## config.mk

```make
export PLATFORM = sky130hd
export DESIGN_NAME = second_order_system_step
export DESIGN_NICKNAME = d
export VERILOG_FILES = /design/src/rtl/sos_pkg.sv /design/src/rtl/sos_ctrl.sv /design/src/rtl/sos_datapath.sv /design/src/rtl/second_order_system_step.sv
export SDC_FILE = /design/constraint.sdc
export NUM_CORES = 2
export LEC_CHECK = 0
export BUFFER_PORTS_ARGS = -buffer_cell sky130_fd_sc_hd__buf_2
export CORE_MARGIN = 4
export CORE_UTILIZATION = 66
export DETAILED_ROUTE_END_ITERATION = 7
export PLACE_DENSITY = 0.85
export SLEW_MARGIN = 20
export SYNTH_ARGS = -nofsm -noshare
export SYNTH_HDL_FRONTEND = slang
export SYNTH_SLANG_ARGS = --single-unit
export TNS_END_PERCENT = 50
```

## constraint.sdc

```tcl
create_clock -name clock -period 19.05 [get_ports clock]
set_input_delay 2.8575 -clock clock [delete_from_list [all_inputs] [get_ports clock]]
set_output_delay 2.8575 -clock clock [all_outputs]
set_load 0.02 [all_outputs]
```

## src/rtl/sos_pkg.sv

```systemverilog
// shared types and constants of the second order system step
// no dependencies
package sos_pkg;

   // field widths
   localparam int DATA_W = 32;
   localparam int FREQ_W = 31;
   localparam int TICK_W = 16;
   localparam int FRAC_BITS_DEFAULT = 16;

   // configuration register map
   localparam int CSR_INDEX_WIDTH = 2;
   localparam logic [CSR_INDEX_WIDTH-1:0] CSR_SETPOINT  = 2'd0;
   localparam logic [CSR_INDEX_WIDTH-1:0] CSR_NAT_FREQ  = 2'd1;
   localparam logic [CSR_INDEX_WIDTH-1:0] CSR_DAMPING   = 2'd2;

   // register defaults
   localparam logic [DATA_W-1:0] SETPOINT_RESET = 32'd65536;
   localparam logic [FREQ_W-1:0] NAT_FREQ_RESET = 31'd655360;
   localparam logic [FREQ_W-1:0] DAMPING_RESET  = 31'd65536;

   // shared multiplier: 33 by 33 signed, product register
   localparam int MUL_W  = DATA_W + 1;
   localparam int PROD_W = 2 * MUL_W;
   localparam int SAT_W  = PROD_W + 1;

   // rounded division by 2000: 2000 = 16 * 125, the odd part through a reciprocal
   localparam int    HALF_DT_DIV    = 2000;
   localparam int    DIV_ODD        = 125;
   localparam int    DIV_SHIFT      = $clog2(HALF_DT_DIV / DIV_ODD);
   localparam int    DIV_OFFSET_EXP = 24;
   localparam int    RECIP_SHIFT    = 38;
   localparam int    QUOT_W         = 26;
   localparam int    DIV_SUM_W      = 37;
   localparam longint DIV_RECIP     = (longint'(1) << RECIP_SHIFT) / DIV_ODD;
   localparam longint DIV_BIAS      = HALF_DT_DIV / 2
                                      + longint'(HALF_DT_DIV) * (longint'(1) << DIV_OFFSET_EXP);

   // multiplier operand selection
   typedef enum logic [2:0] {
      MUL_WN_WN,
      MUL_ZETA_WN,
      MUL_WN2_ERR,
      MUL_K_Y,
      MUL_U_RECIP
   } mul_sel_type;

   // commands from the controller to the datapath
   typedef struct packed {
      logic        accept;
      mul_sel_type mul_sel;
      logic        load_wn2;
      logic        load_k;
      logic        load_e;
      logic        load_p;
      logic        load_u_e;
      logic        load_u_d;
      logic        acc_r;
      logic        load_d;
      logic        acc_y;
      logic        emit;
   } dp_cmd_type;

endpackage

```

## src/rtl/sos_ctrl.sv

```systemverilog
// controller state machine of the second order system step
// depends on: sos_pkg
module sos_ctrl (
   input  logic                clock,
   input  logic                reset,
   input  logic                req_valid,
   output logic                req_stall,
   output logic                rsp_valid,
   input  logic                rsp_stall,
   input  logic                csr_write,
   output logic                csr_ready,
   output sos_pkg::dp_cmd_type cmd
);
   import sos_pkg::*;

   typedef enum logic [13:0] {
      ST_IDLE  = 14'b00000000000001,
      ST_WN2   = 14'b00000000000010,
      ST_ZW    = 14'b00000000000100,
      ST_K     = 14'b00000000001000,
      ST_MUL_E = 14'b00000000010000,
      ST_MUL_P = 14'b00000000100000,
      ST_SUM_E = 14'b00000001000000,
      ST_DIV_E = 14'b00000010000000,
      ST_ACC_R = 14'b00000100000000,
      ST_DER   = 14'b00001000000000,
      ST_SUM_D = 14'b00010000000000,
      ST_DIV_D = 14'b00100000000000,
      ST_ACC_Y = 14'b01000000000000,
      ST_EMIT  = 14'b10000000000000
   } state_type;

   state_type state_ff, state_in;
   logic      coef_valid_ff, coef_valid_in;
   logic      rsp_valid_ff, rsp_valid_in;
   logic      out_free;

   // register writes only when idle and no tick is offered in the same cycle
   assign out_free  = !rsp_valid_ff || !rsp_stall;
   assign req_stall = (state_ff != ST_IDLE);
   assign csr_ready = (state_ff == ST_IDLE) && !req_valid;
   assign rsp_valid = rsp_valid_ff;

   // sequencing of the tick
   always_comb begin
      state_in    = state_ff;
      cmd         = '0;
      cmd.mul_sel = MUL_WN_WN;
      case (state_ff)
         ST_IDLE: begin
            if (req_valid) begin
               cmd.accept = 1'b1;
               state_in   = (coef_valid_ff && !csr_write) ? ST_MUL_E : ST_WN2;
            end
         end
         ST_WN2: begin
            cmd.mul_sel = MUL_WN_WN;
            state_in    = ST_ZW;
         end
         ST_ZW: begin
            cmd.load_wn2 = 1'b1;
            cmd.mul_sel  = MUL_ZETA_WN;
            state_in     = ST_K;
         end
         ST_K: begin
            cmd.load_k = 1'b1;
            state_in   = ST_MUL_E;
         end
         ST_MUL_E: begin
            cmd.mul_sel = MUL_WN2_ERR;
            state_in    = ST_MUL_P;
         end
         ST_MUL_P: begin
            cmd.load_e  = 1'b1;
            cmd.mul_sel = MUL_K_Y;
            state_in    = ST_SUM_E;
         end
         ST_SUM_E: begin
            cmd.load_p   = 1'b1;
            cmd.load_u_e = 1'b1;
            state_in     = ST_DIV_E;
         end
         ST_DIV_E: begin
            cmd.mul_sel = MUL_U_RECIP;
            state_in    = ST_ACC_R;
         end
         ST_ACC_R: begin
            cmd.acc_r = 1'b1;
            state_in  = ST_DER;
         end
         ST_DER: begin
            cmd.load_d = 1'b1;
            state_in   = ST_SUM_D;
         end
         ST_SUM_D: begin
            cmd.load_u_d = 1'b1;
            state_in     = ST_DIV_D;
         end
         ST_DIV_D: begin
            cmd.mul_sel = MUL_U_RECIP;
            state_in    = ST_ACC_Y;
         end
         ST_ACC_Y: begin
            cmd.acc_y = 1'b1;
            state_in  = ST_EMIT;
         end
         ST_EMIT: begin
            if (out_free) begin
               cmd.emit = 1'b1;
               state_in = ST_IDLE;
            end
         end
         default: begin
            state_in = ST_IDLE;
         end
      endcase
   end

   // coefficient cache flag and output valid
   always_comb begin
      coef_valid_in = coef_valid_ff;
      if (csr_write) begin
         coef_valid_in = 1'b0;
      end else if (state_ff == ST_K) begin
         coef_valid_in = 1'b1;
      end
      rsp_valid_in = rsp_valid_ff;
      if (cmd.emit) begin
         rsp_valid_in = 1'b1;
      end else if (!rsp_stall) begin
         rsp_valid_in = 1'b0;
      end
   end

   always_ff @(posedge clock) begin
      if (reset) begin
         state_ff      <= ST_IDLE;
         coef_valid_ff <= 1'b0;
         rsp_valid_ff  <= 1'b0;
      end else begin
         state_ff      <= state_in;
         coef_valid_ff <= coef_valid_in;
         rsp_valid_ff  <= rsp_valid_in;
      end
   end

endmodule

```

## src/rtl/sos_datapath.sv

```systemverilog
// datapath of the second order system step: registers, shared multiplier,
// rounding, saturation and the reciprocal division by 2000; depends on: sos_pkg
module sos_datapath #(
   parameter int FRAC_BITS = sos_pkg::FRAC_BITS_DEFAULT
) (
   input  logic                                 clock,
   input  logic                                 reset,
   input  sos_pkg::dp_cmd_type                  cmd,
   input  logic                                 req_restart,
   input  logic                                 csr_write,
   input  logic [sos_pkg::CSR_INDEX_WIDTH-1:0]  csr_index,
   input  logic [sos_pkg::DATA_W-1:0]           csr_data,
   output logic signed [sos_pkg::DATA_W-1:0]    rsp_response,
   output logic [sos_pkg::TICK_W-1:0]           rsp_tick_index
);
   import sos_pkg::*;

   localparam logic [SAT_W-1:0]     ROUND_HALF = SAT_W'(1) << (FRAC_BITS - 1);
   localparam logic [SAT_W-1:0]     DIV_OFFSET = SAT_W'(1) << DIV_OFFSET_EXP;
   localparam logic [DIV_SUM_W-1:0] DIV_BIAS_C = DIV_SUM_W'(DIV_BIAS);
   localparam logic [MUL_W-1:0]     RECIP_C    = MUL_W'(DIV_RECIP);

   // clamp a wide two's complement value to the 32-bit signed range
   function automatic logic [DATA_W-1:0] sat32(input logic [SAT_W-1:0] v);
      logic fits;
      fits = (&v[SAT_W-1:DATA_W-1]) | (~|v[SAT_W-1:DATA_W-1]);
      if (fits) begin
         return v[DATA_W-1:0];
      end else if (v[SAT_W-1]) begin
         return {1'b1, {(DATA_W-1){1'b0}}};
      end else begin
         return {1'b0, {(DATA_W-1){1'b1}}};
      end
   endfunction

   function automatic logic [SAT_W-1:0] sext(input logic [DATA_W-1:0] v);
      return {{(SAT_W-DATA_W){v[DATA_W-1]}}, v};
   endfunction

   // configuration registers
   logic [DATA_W-1:0] sp_ff, sp_in;
   logic [FREQ_W-1:0] wn_ff, wn_in;
   logic [FREQ_W-1:0] zeta_ff, zeta_in;
   // plant state
   logic [DATA_W-1:0] r_ff, r_in;
   logic [DATA_W-1:0] eprev_ff, eprev_in;
   logic [DATA_W-1:0] dprev_ff, dprev_in;
   logic [DATA_W-1:0] y_ff, y_in;
   logic [TICK_W-1:0] tick_ff, tick_in;
   // working registers
   logic [DATA_W-1:0] wn2_ff, wn2_in;
   logic [DATA_W-1:0] k_ff, k_in;
   logic [DATA_W-1:0] err_ff, err_in;
   logic [DATA_W-1:0] e_ff, e_in;
   logic [DATA_W-1:0] p_ff, p_in;
   logic [DATA_W-1:0] d_ff, d_in;
   logic [DATA_W-1:0] u_ff, u_in;
   logic signed [PROD_W-1:0] prod_ff, prod_in;
   logic [DATA_W-1:0] rsp_response_ff, rsp_response_in;
   logic [TICK_W-1:0] rsp_tick_ff, rsp_tick_in;

   logic signed [MUL_W-1:0]  mul_a, mul_b;
   logic signed [SAT_W-1:0]  scale_sum, scaled_wide;
   logic [DATA_W-1:0]        scaled;
   logic [DATA_W-1:0]        y_eff;
   logic [DIV_SUM_W-1:0]     div_sum;
   logic [DATA_W-1:0]        div_a, div_b;
   logic [QUOT_W-1:0]        qhat;
   logic [MUL_W-1:0]         qhat_x, rem;
   logic                     corr;
   logic [DATA_W-1:0]        acc_base;
   logic [SAT_W-1:0]         acc_wide;
   logic [DATA_W-1:0]        acc_sat;

   assign rsp_response   = rsp_response_ff;
   assign rsp_tick_index = rsp_tick_ff;

   // shared multiplier operand selection
   always_comb begin
      case (cmd.mul_sel)
         MUL_WN_WN: begin
            mul_a = {2'b00, wn_ff};
            mul_b = {2'b00, wn_ff};
         end
         MUL_ZETA_WN: begin
            mul_a = {2'b00, zeta_ff};
            mul_b = {2'b00, wn_ff};
         end
         MUL_WN2_ERR: begin
            mul_a = {wn2_ff[DATA_W-1], wn2_ff};
            mul_b = {err_ff[DATA_W-1], err_ff};
         end
         MUL_K_Y: begin
            mul_a = {k_ff[DATA_W-1], k_ff};
            mul_b = {y_ff[DATA_W-1], y_ff};
         end
         MUL_U_RECIP: begin
            mul_a = {1'b0, u_ff};
            mul_b = RECIP_C;
         end
         default: begin
            mul_a = '0;
            mul_b = '0;
         end
      endcase
      prod_in = mul_a * mul_b;
   end

   // product back to fixed point, nearest with ties upward, then clamped
   always_comb begin
      scale_sum   = {prod_ff[PROD_W-1], prod_ff} + ROUND_HALF;
      scaled_wide = scale_sum >>> FRAC_BITS;
      scaled      = sat32(scaled_wide);
   end

   // biased sum for the division: ((a + b + 1000) >>> 4) + 125 * 2^24
   always_comb begin
      div_a   = cmd.load_u_d ? d_ff : e_ff;
      div_b   = cmd.load_u_d ? dprev_ff : eprev_ff;
      div_sum = {{(DIV_SUM_W-DATA_W){div_a[DATA_W-1]}}, div_a}
              + {{(DIV_SUM_W-DATA_W){div_b[DATA_W-1]}}, div_b}
              + DIV_BIAS_C;
   end

   // reciprocal quotient with one correction step, then accumulate
   always_comb begin
      qhat     = prod_ff[RECIP_SHIFT+QUOT_W-1:RECIP_SHIFT];
      qhat_x   = MUL_W'(qhat) * MUL_W'(DIV_ODD);
      rem      = {1'b0, u_ff} - qhat_x;
      corr     = (rem >= MUL_W'(DIV_ODD));
      acc_base = cmd.acc_y ? y_ff : r_ff;
      acc_wide = sext(acc_base) + {{(SAT_W-QUOT_W){1'b0}}, qhat}
               + {{(SAT_W-1){1'b0}}, corr} - DIV_OFFSET;
      acc_sat  = sat32(acc_wide);
   end

   // next values of all registers
   always_comb begin
      sp_in           = sp_ff;
      wn_in           = wn_ff;
      zeta_in         = zeta_ff;
      r_in            = r_ff;
      eprev_in        = eprev_ff;
      dprev_in        = dprev_ff;
      y_in            = y_ff;
      tick_in         = tick_ff;
      wn2_in          = wn2_ff;
      k_in            = k_ff;
      err_in          = err_ff;
      e_in            = e_ff;
      p_in            = p_ff;
      d_in            = d_ff;
      u_in            = u_ff;
      rsp_response_in = rsp_response_ff;
      rsp_tick_in     = rsp_tick_ff;
      y_eff           = req_restart ? '0 : y_ff;

      // configuration writes, unknown indexes ignored
      if (csr_write) begin
         case (csr_index)
            CSR_SETPOINT: sp_in   = csr_data;
            CSR_NAT_FREQ: wn_in   = csr_data[FREQ_W-1:0];
            CSR_DAMPING:  zeta_in = csr_data[FREQ_W-1:0];
            default:      sp_in   = sp_ff;
         endcase
      end

      // start of a tick, with optional restart of the plant state
      if (cmd.accept) begin
         err_in = sat32(sext(sp_ff) - sext(y_eff));
         if (req_restart) begin
            r_in     = '0;
            eprev_in = '0;
            dprev_in = '0;
            y_in     = '0;
            tick_in  = '0;
         end
      end

      if (cmd.load_wn2) wn2_in = scaled;
      if (cmd.load_k)   k_in   = sat32(sext(scaled) << 1);
      if (cmd.load_e)   e_in   = scaled;
      if (cmd.load_p)   p_in   = scaled;
      if (cmd.load_u_e || cmd.load_u_d) begin
         u_in = div_sum[DIV_SHIFT+DATA_W-1:DIV_SHIFT];
      end
      if (cmd.acc_r) begin
         r_in     = acc_sat;
         eprev_in = e_ff;
      end
      if (cmd.load_d) d_in = sat32(sext(r_ff) - sext(p_ff));
      if (cmd.acc_y) begin
         y_in     = acc_sat;
         dprev_in = d_ff;
      end

      // result transaction into the output register
      if (cmd.emit) begin
         rsp_response_in = y_ff;
         rsp_tick_in     = tick_ff;
         tick_in         = tick_ff + TICK_W'(1);
      end
   end

   // configuration and plant state
   always_ff @(posedge clock) begin
      if (reset) begin
         sp_ff    <= SETPOINT_RESET;
         wn_ff    <= NAT_FREQ_RESET;
         zeta_ff  <= DAMPING_RESET;
         r_ff     <= '0;
         eprev_ff <= '0;
         dprev_ff <= '0;
         y_ff     <= '0;
         tick_ff  <= '0;
      end else begin
         sp_ff    <= sp_in;
         wn_ff    <= wn_in;
         zeta_ff  <= zeta_in;
         r_ff     <= r_in;
         eprev_ff <= eprev_in;
         dprev_ff <= dprev_in;
         y_ff     <= y_in;
         tick_ff  <= tick_in;
      end
   end

   // working and output registers
   always_ff @(posedge clock) begin
      wn2_ff          <= wn2_in;
      k_ff            <= k_in;
      err_ff          <= err_in;
      e_ff            <= e_in;
      p_ff            <= p_in;
      d_ff            <= d_in;
      u_ff            <= u_in;
      prod_ff         <= prod_in;
      rsp_response_ff <= rsp_response_in;
      rsp_tick_ff     <= rsp_tick_in;
   end

endmodule

```

## src/rtl/second_order_system_step.sv

```systemverilog
// A result is shown after its input transaction has passed the controller states; for the first
// one after reset or a register write the wn^2 and 2*zeta*wn coefficients are rebuilt first.
// One transaction is handled at a time: a new one is taken only when idle, as the
// single shared multiplier walks the dependent products and the two divisions by 2000.
// Reset (synchronous): registers to defaults, integrator state, tick count, valid cleared.
module second_order_system_step #(
   parameter int FRAC_BITS = sos_pkg::FRAC_BITS_DEFAULT
) (
   input  logic                                clock,
   input  logic                                reset,
   input  logic                                req_valid,
   output logic                                req_stall,
   input  logic                                req_restart,
   output logic                                rsp_valid,
   input  logic                                rsp_stall,
   output logic signed [sos_pkg::DATA_W-1:0]   rsp_response,
   output logic [sos_pkg::TICK_W-1:0]          rsp_tick_index,
   input  logic                                csr_valid,
   output logic                                csr_ready,
   input  logic [sos_pkg::CSR_INDEX_WIDTH-1:0] csr_index,
   input  logic [sos_pkg::DATA_W-1:0]          csr_data
);
   import sos_pkg::*;

   dp_cmd_type cmd;
   logic       csr_write;

   // register write transaction
   assign csr_write = csr_valid && csr_ready;

   sos_ctrl u_ctrl (
      .clock     (clock),
      .reset     (reset),
      .req_valid (req_valid),
      .req_stall (req_stall),
      .rsp_valid (rsp_valid),
      .rsp_stall (rsp_stall),
      .csr_write (csr_write),
      .csr_ready (csr_ready),
      .cmd       (cmd)
   );

   sos_datapath #(
      .FRAC_BITS (FRAC_BITS)
   ) u_datapath (
      .clock          (clock),
      .reset          (reset),
      .cmd            (cmd),
      .req_restart    (req_restart),
      .csr_write      (csr_write),
      .csr_index      (csr_index),
      .csr_data       (csr_data),
      .rsp_response   (rsp_response),
      .rsp_tick_index (rsp_tick_index)
   );

endmodule

```

# Word level (Yosys, flattened, before mapping)
# Cells that the tools add are included.
# word_totals
regBits	592
latchBits	0
ram_bits	0
romBits	0
in_bits	40
word_cells	151
memories	0
# classes
addsub	10
n_mul	2
div	0
order_cmp	1
n_eq_ne	24
shifts	0
n_mux	45
bitwise_logic	5
reduce_logical	42
# ops
op	count
two-way mux 32 bit	21
one-hot mux 14 bit (14 select lines)	1
one-hot mux 33 bit (5 select lines)	1
one-hot mux 33 bit (4 select lines)	1
AND reduction 36 bit	3
OR reduction 36 bit	3
adder 66 x 17 -> 67 bit, second input constant	1
adder 67 x 1 -> 67 bit	1
subtractor 67 x 25 -> 67 bit, second input constant	1
multiplier 33 x 33 -> 66 bit	1
subtractor 32 x 32 -> 33 bit	2
two-way mux 16 bit	3
adder 36 x 35 -> 36 bit, second input constant	1
adder 32 x 27 -> 33 bit	1
adder 32 x 32 -> 33 bit	1
greater-or-equal comparator 33 x 7 -> 1 bit, second input constant	1
multiplier 26 x 7 -> 33 bit, second input constant	1
subtractor 32 x 33 -> 33 bit	1
two-way mux 14 bit	2
AND reduction 20 bit	1
OR reduction 20 bit	1
adder 16 x 1 -> 16 bit, second input constant	1
AND reduction 2 bit	8
equality test 14 x 1 -> 1 bit, second input constant	1
other kinds (33)	70

# Depth between registers and ports, before layout
# depth
ltp_word	11
ltp_mapped	41
mapped_depth_nobuf	35

# Modules after synthesis
# From an unflattened synthesis, not the netlist that was laid out.
# unflattened
cells_unflattened	8066
hier_area_um2	74805.5
# by_module_without_submodules
module	n_inst	cells_each	area_per_inst_um2
sos_datapath	1	7951	73888.4
sos_ctrl	1	114	910.9
second_order_system_step	1	1	6.3

# Least setup slack after synthesis
# OpenSTA, ideal clock, no wires.
# synth_timing
path_kind	register to register
from	register u_ctrl.state_ff[8]
to	register u_datapath.prod_ff[64]
setup_time_ns	0.078
t_arrival_ns	10.715
required_time_ns	18.972
setup_slack_ns	8.257
path_stages_with_launch	40
synth_period_minus_slack_ns	10.793
path_cell_list	dfxtp_1 or4_1 buf_2 or3_1 or2_1 buf_2 inv_2 clkbuf_1 buf_1 a211oi_1 clkbuf_1 nor2_1 fa_1 fa_1 inv_1 fa_1 inv_1 fa_1 [... 4 more ...] fa_1 inv_1 fa_1 inv_1 ha_1 clkbuf_1 a21oi_1 o21ai_0 a221o_1 a221o_1 a221o_1 a21oi_1 o21ai_0 a41oi_1 a31oi_1 nand2b_1 nand3_1 a32oi_1
# synth_between
elab_chain_len	7
# synth_rtl
item	line	source
start: declaration	sos_ctrl.sv:33	state_type state_ff, state_in;
start signal: assignment	sos_ctrl.sv:141	state_ff <= state_in;
equality test 14 x 8 -> 1 bit / equality test 14 x 12 -> 1 bit (equally long branches)	sos_ctrl.sv:49	case (state_ff)
OR reduction 2 bit (no source line)	n/a	
one-hot mux 3 bit (4 select lines) *	sos_ctrl.sv:49	
equality test 3 x 1 -> 1 bit / zero test 3 bit (equally long branches)	sos_datapath.sv:80	case (cmd.mul_sel)
OR reduction 2 bit (no source line)	n/a	
one-hot mux 33 bit (4 select lines)	sos_datapath.sv:80	
multiplier 33 x 33 -> 66 bit *	sos_datapath.sv:106	prod_in = mul_a * mul_b;
named net u_datapath.prod_in[64]	sos_datapath.sv:58	logic signed [PROD_W-1:0] prod_ff, prod_in;
end signal: assignment	sos_datapath.sv:237	prod_ff <= prod_in;
end: declaration	sos_datapath.sv:58	
# The timed path passes the listed nets; every way through them passes the cells marked *.
# A chain may end at the register's enable or synchronous reset.

# Worst setup path in the final report
# layout_timing
from	register u_ctrl.state_ff[0]
to	register u_datapath.prod_ff[63]
# Same word-level chain as after synthesis.

==> flow_metrics.py <==
metrics = {
    "drt": {
        "detail_route.wl_per_cell_um": 26.2,
        "drtAntennaViolNets": 0,
        "finalWirelength_mm": 264,
        "drt_iter0_markers": 8146,
        "vias": 64900,
        "via_per_inst": 6.44,
        "dr.pass1.iters": 7,
        "route.detailed.drc": 0,
    },
    "power_and_ir_drop": {
        "power.density_nw_per_um2": 44.6,
        "cellInternalPower_mw": 2.38,
        "swShare": 0.340,
        "p_seq_frac": 0.380,
        "combPwrFrac": 0.289,
        "leakagePower_nw": 37.8,
        "clockPowerShare": 0.331,
        "switchingPower_mw": 1.22,
        "vdd_drop_max_uv": 86.3,
    },
    "timing": {
        "rsz0062_at_grt": "no",
        "fmax_ghz": 0.0832,
        "worst_pin_slew_ns": 1.29,
        "hold_viol_final": 0,
        "final.period_utilization": 0.631,
        "skew_ns": 0.0332,
        "min_period_ns": 12.02,
        "maxSlewViolCount": 0,
        "finalSetupTns_ns": 0,
        "finalSetupViolations": 0,
        "relSlewSlack": 0.137,
    },
    "critical_path": {
        "r2r_setup_slack_ns": 7.03,
        "arrival_ns": 12.56,
        "reg2reg_from": "u_ctrl.state_ff[0]",
        "setup.worst_path.class": "flip-flop to flip-flop",
        "path_common_cell": "fa_1",
        "critPathMaxStageDelay_ns": 0.76,
        "crit_path_start_kind": "flip-flop",
        "crit_family": "adder cells",
        "ff2ff_path_depth": 33,
        "rr_endpoint": "u_datapath.prod_ff[63]",
        "critPathBufInv": 7,
        "worst_ep_required_time_ns": 19.59,
        "critPathMaxFanout": 55,
        "cp-end-kind": "flip-flop",
        "cpMaxStageDelayCell": "or4_1",
    },
    "cells_and_area": {
        "layout-drive-gt1-share": 0.0637,
        "final_nets": 10300,
        "synthToLayoutAreaGrowth_pct": 5.64,
        "final_util": 0.704,
    },
    "synth": {
        "synth_largest_type_area_fraction": 0.333,
        "synth_area_leaders": "fa_1 (33%), edfxtp_1 (11%), dfxtp_1 (8.0%), ha_1 (7.5%), inv_1 (7.4%)",
        "synthAdderAreaFrac": 0.409,
        "synthesis.nets": 10400,
        "postSynth.asyncResetShare": 0,
        "synthMuxAreaShare": 0.0136,
        "synth_edf_count": 272,
        "synth_area_um2": 76500,
        "synth_xor_area_frac": 0.0298,
        "post_synth.cell_area_avg_um2": 8.91,
        "synth_common_cells": "inv_1 (1513), nand2_1 (1290), fa_1 (1273)",
        "ys_seq_area_frac": 0.186,
        "yosysTopAreaCell": "fa_1",
        "ys.warnings.count": 0,
        "synth_compound_area_frac": 0.106,
        "synthCells": 8589,
        "ys_ff_latch": 577,
        "synth_top_family_by_area": "adder cells",
        "synth-simple-area-share": 0.161,
        "synth_cell_type_count": 112,
        "synthMostInstantiatedCell": "inv_1",
        "synth_ff_type": "dfxtp_1",
    },
    "floorplan": {
        "core_um2": 115000,
        "ios": 91,
        "die-area_um2": 121000,
        "fp.dieH_um": 349,
        "rows": 124,
        "initial_core_util": 0.667,
        "dieWidth_um": 349,
    },
    "run": {
        "maxCapViolations": 0,
    },
    "hold_path": {
        "min_to": "u_datapath.wn_ff[28]",
        "whs_path_depth": 2,
        "holdCritStartpoint": "u_datapath.wn_ff[28]",
        "hold_class": "flip-flop to flip-flop",
    },
    "cts": {
        "cts_tree": "done",
        "cts_setup_buffers": 0,
        "ctsHoldBuffers": 0,
        "root_buffer": "clkbuf_16",
        "cts_made_buffers": 56,
        "htree_levels": 2,
        "clock-sinks": 577,
        "clkTransAtPathRegs_ns": 0.07,
        "clk_latency_ns": 0.65,
        "cts.repair.resized": 0,
        "cts_max_path_buffers": 3,
    },
    "run_status": {
        "outcome": "completed",
    },
    "placement": {
        "port_buffers": 90,
        "hpwl_mm": 201,
        "place_congestion": 1.04,
    },
    "global_route": {
        "globalRouteOverflowTotal": 0,
        "first_global_vias": 65900,
        "grtUsageTotal": 0.436,
        "antenna_found_initial": 16,
        "grt_first_pass_wirelength_mm": 397,
        "grt_start_max_net_pins": 112,
    },
}
## cell usage in the layout, fill, tap and decap left out, drive strengths merged, types with 66 or more instances in the layout
cell type | synthesis | layout
mux2 | 67 | 67
inv | 1515 | 1517
and3 | 76 | 76
nand2b | 80 | 80
xor2 | 97 | 97
edfxtp | 272 | 272
and2 | 74 | 74
dfxtp | 305 | 305
buf | 46 | 257
clkbuf | 356 | 66
nor3 | 80 | 80
o21ai | 249 | 249
nand2 | 1290 | 1290
xnor2 | 163 | 163
a21o | 114 | 114
nand3 | 178 | 178
a21oi | 434 | 434
fa | 1273 | 1273
nand4 | 70 | 70
nor2 | 653 | 653
ha | 458 | 458
## power groups by stage
stage / Clock, mW / Sequential [mW] / Combinational, mW
2_1_floorplan: 0 / 1.38 / 0.712
3_3_place_gp: 0 / 1.39 / 0.969
3_5_place_dp: 0 / 1.39 / 1.00
4_1_cts: 1.18 / 1.37 / 1.01
5_1_grt: 1.24 / 1.37 / 1.14
6_report: 1.19 / 1.37 / 1.04
## kinds of logic (layout without fill, tap and decap cells)
kind of cell             Yosys count  count (layout)
AO/OA/AOI/OAI                   1260            1260
XOR/XNOR                         260             260
adder cells (fa/ha/maj)         1737            1737
buffers and inverters           1918            1879
flip-flops                       577             577
multiplexers                      96              96
other                              0              13
AND/OR/NAND/NOR                 2741            2741
## area by class of cell
type | count | area (um2)
multi-input combinational | 6094 | 55300
fill | 8714 | 34000
sequential | 577 | 14300
inverter | 1516 | 5690
tap | 1512 | 1890
timing repair buffer | 257 | 1730
clock buffer | 66 | 1490
clock inverter | 40 | 445
antenna | 13 | 32.5
## how the worst max path moves through the flow
stage                       start                      to  slack [ns]  cells after the start
5_1_grt        u_ctrl.state_ff[0]  u_datapath.prod_ff[63]        6.71                     34
6_report       u_ctrl.state_ff[0]  u_datapath.prod_ff[63]        7.03                     33
3_5_place_dp   u_ctrl.state_ff[1]  u_datapath.prod_ff[63]        7.32                     30
2_1_floorplan  u_ctrl.state_ff[8]  u_datapath.prod_ff[64]        8.26                     39
4_1_cts        u_ctrl.state_ff[0]  u_datapath.prod_ff[63]        7.30                     33
3_3_place_gp   u_ctrl.state_ff[0]  u_datapath.prod_ff[63]        7.55                     30
## state kept, by name, summed over array words and instances, names as in the netlist, 16 cells and up
signal	cells
u_datapath.eprev_ff	32
u_datapath.p_ff	32
u_datapath.wn_ff	31
u_datapath.tick_ff	16
u_datapath.prod_ff	51
u_datapath.k_ff	32
u_datapath.rsp_tick_index	16
u_datapath.y_ff	32
u_datapath.r_ff	32
u_datapath.dprev_ff	32
u_datapath.err_ff	32
u_datapath.rsp_response	32
u_datapath.wn2_ff	32
u_datapath.zeta_ff	31
u_datapath.sp_ff	32
u_datapath.u_ff	32
u_datapath.d_ff	32
u_datapath.e_ff	32
## routing by layer
| metal | share of wire | up-vias | track usage | wire length (um) |
|---|---|---|---|---|
| li1 | - | 27200 | - | - |
| met1 | 0.34 | 31700 | 0.538 | 89500 |
| met2 | 0.42 | 4621 | 0.636 | 110000 |
| met3 | 0.16 | 1380 | 0.176 | 41400 |
| met4 | 0.087 | 16 | 0.286 | 22900 |
| met5 | 0.00096 | - | 0.00706 | 253 |
## metrics by stage
stage / instance area (um2) / setup WS, ns / hold WS, ns / std cells / power [mW]
CTS: 80800 / 7.30 / 0.453 / 10100 / 3.56
floorplan: 76500 / 8.26 / 0.423 / 8589 / 2.10
global route: 80800 / 6.71 / 0.469 / 10100 / 3.75
finish: 80900 / 7.03 / 0.454 / 10100 / 3.60
detailed placement: 78900 / 7.32 / 0.444 / 9955 / 2.40
global placement: 78800 / 7.55 / 0.437 / 9955 / 2.36
## tightest hold or removal path, cell delays in order, from the launching register on
cell     delay [ns]
dfxtp_1        0.31
nand2_1        0.05
a21oi_1        0.05
(Power assumes the default switching activity.)
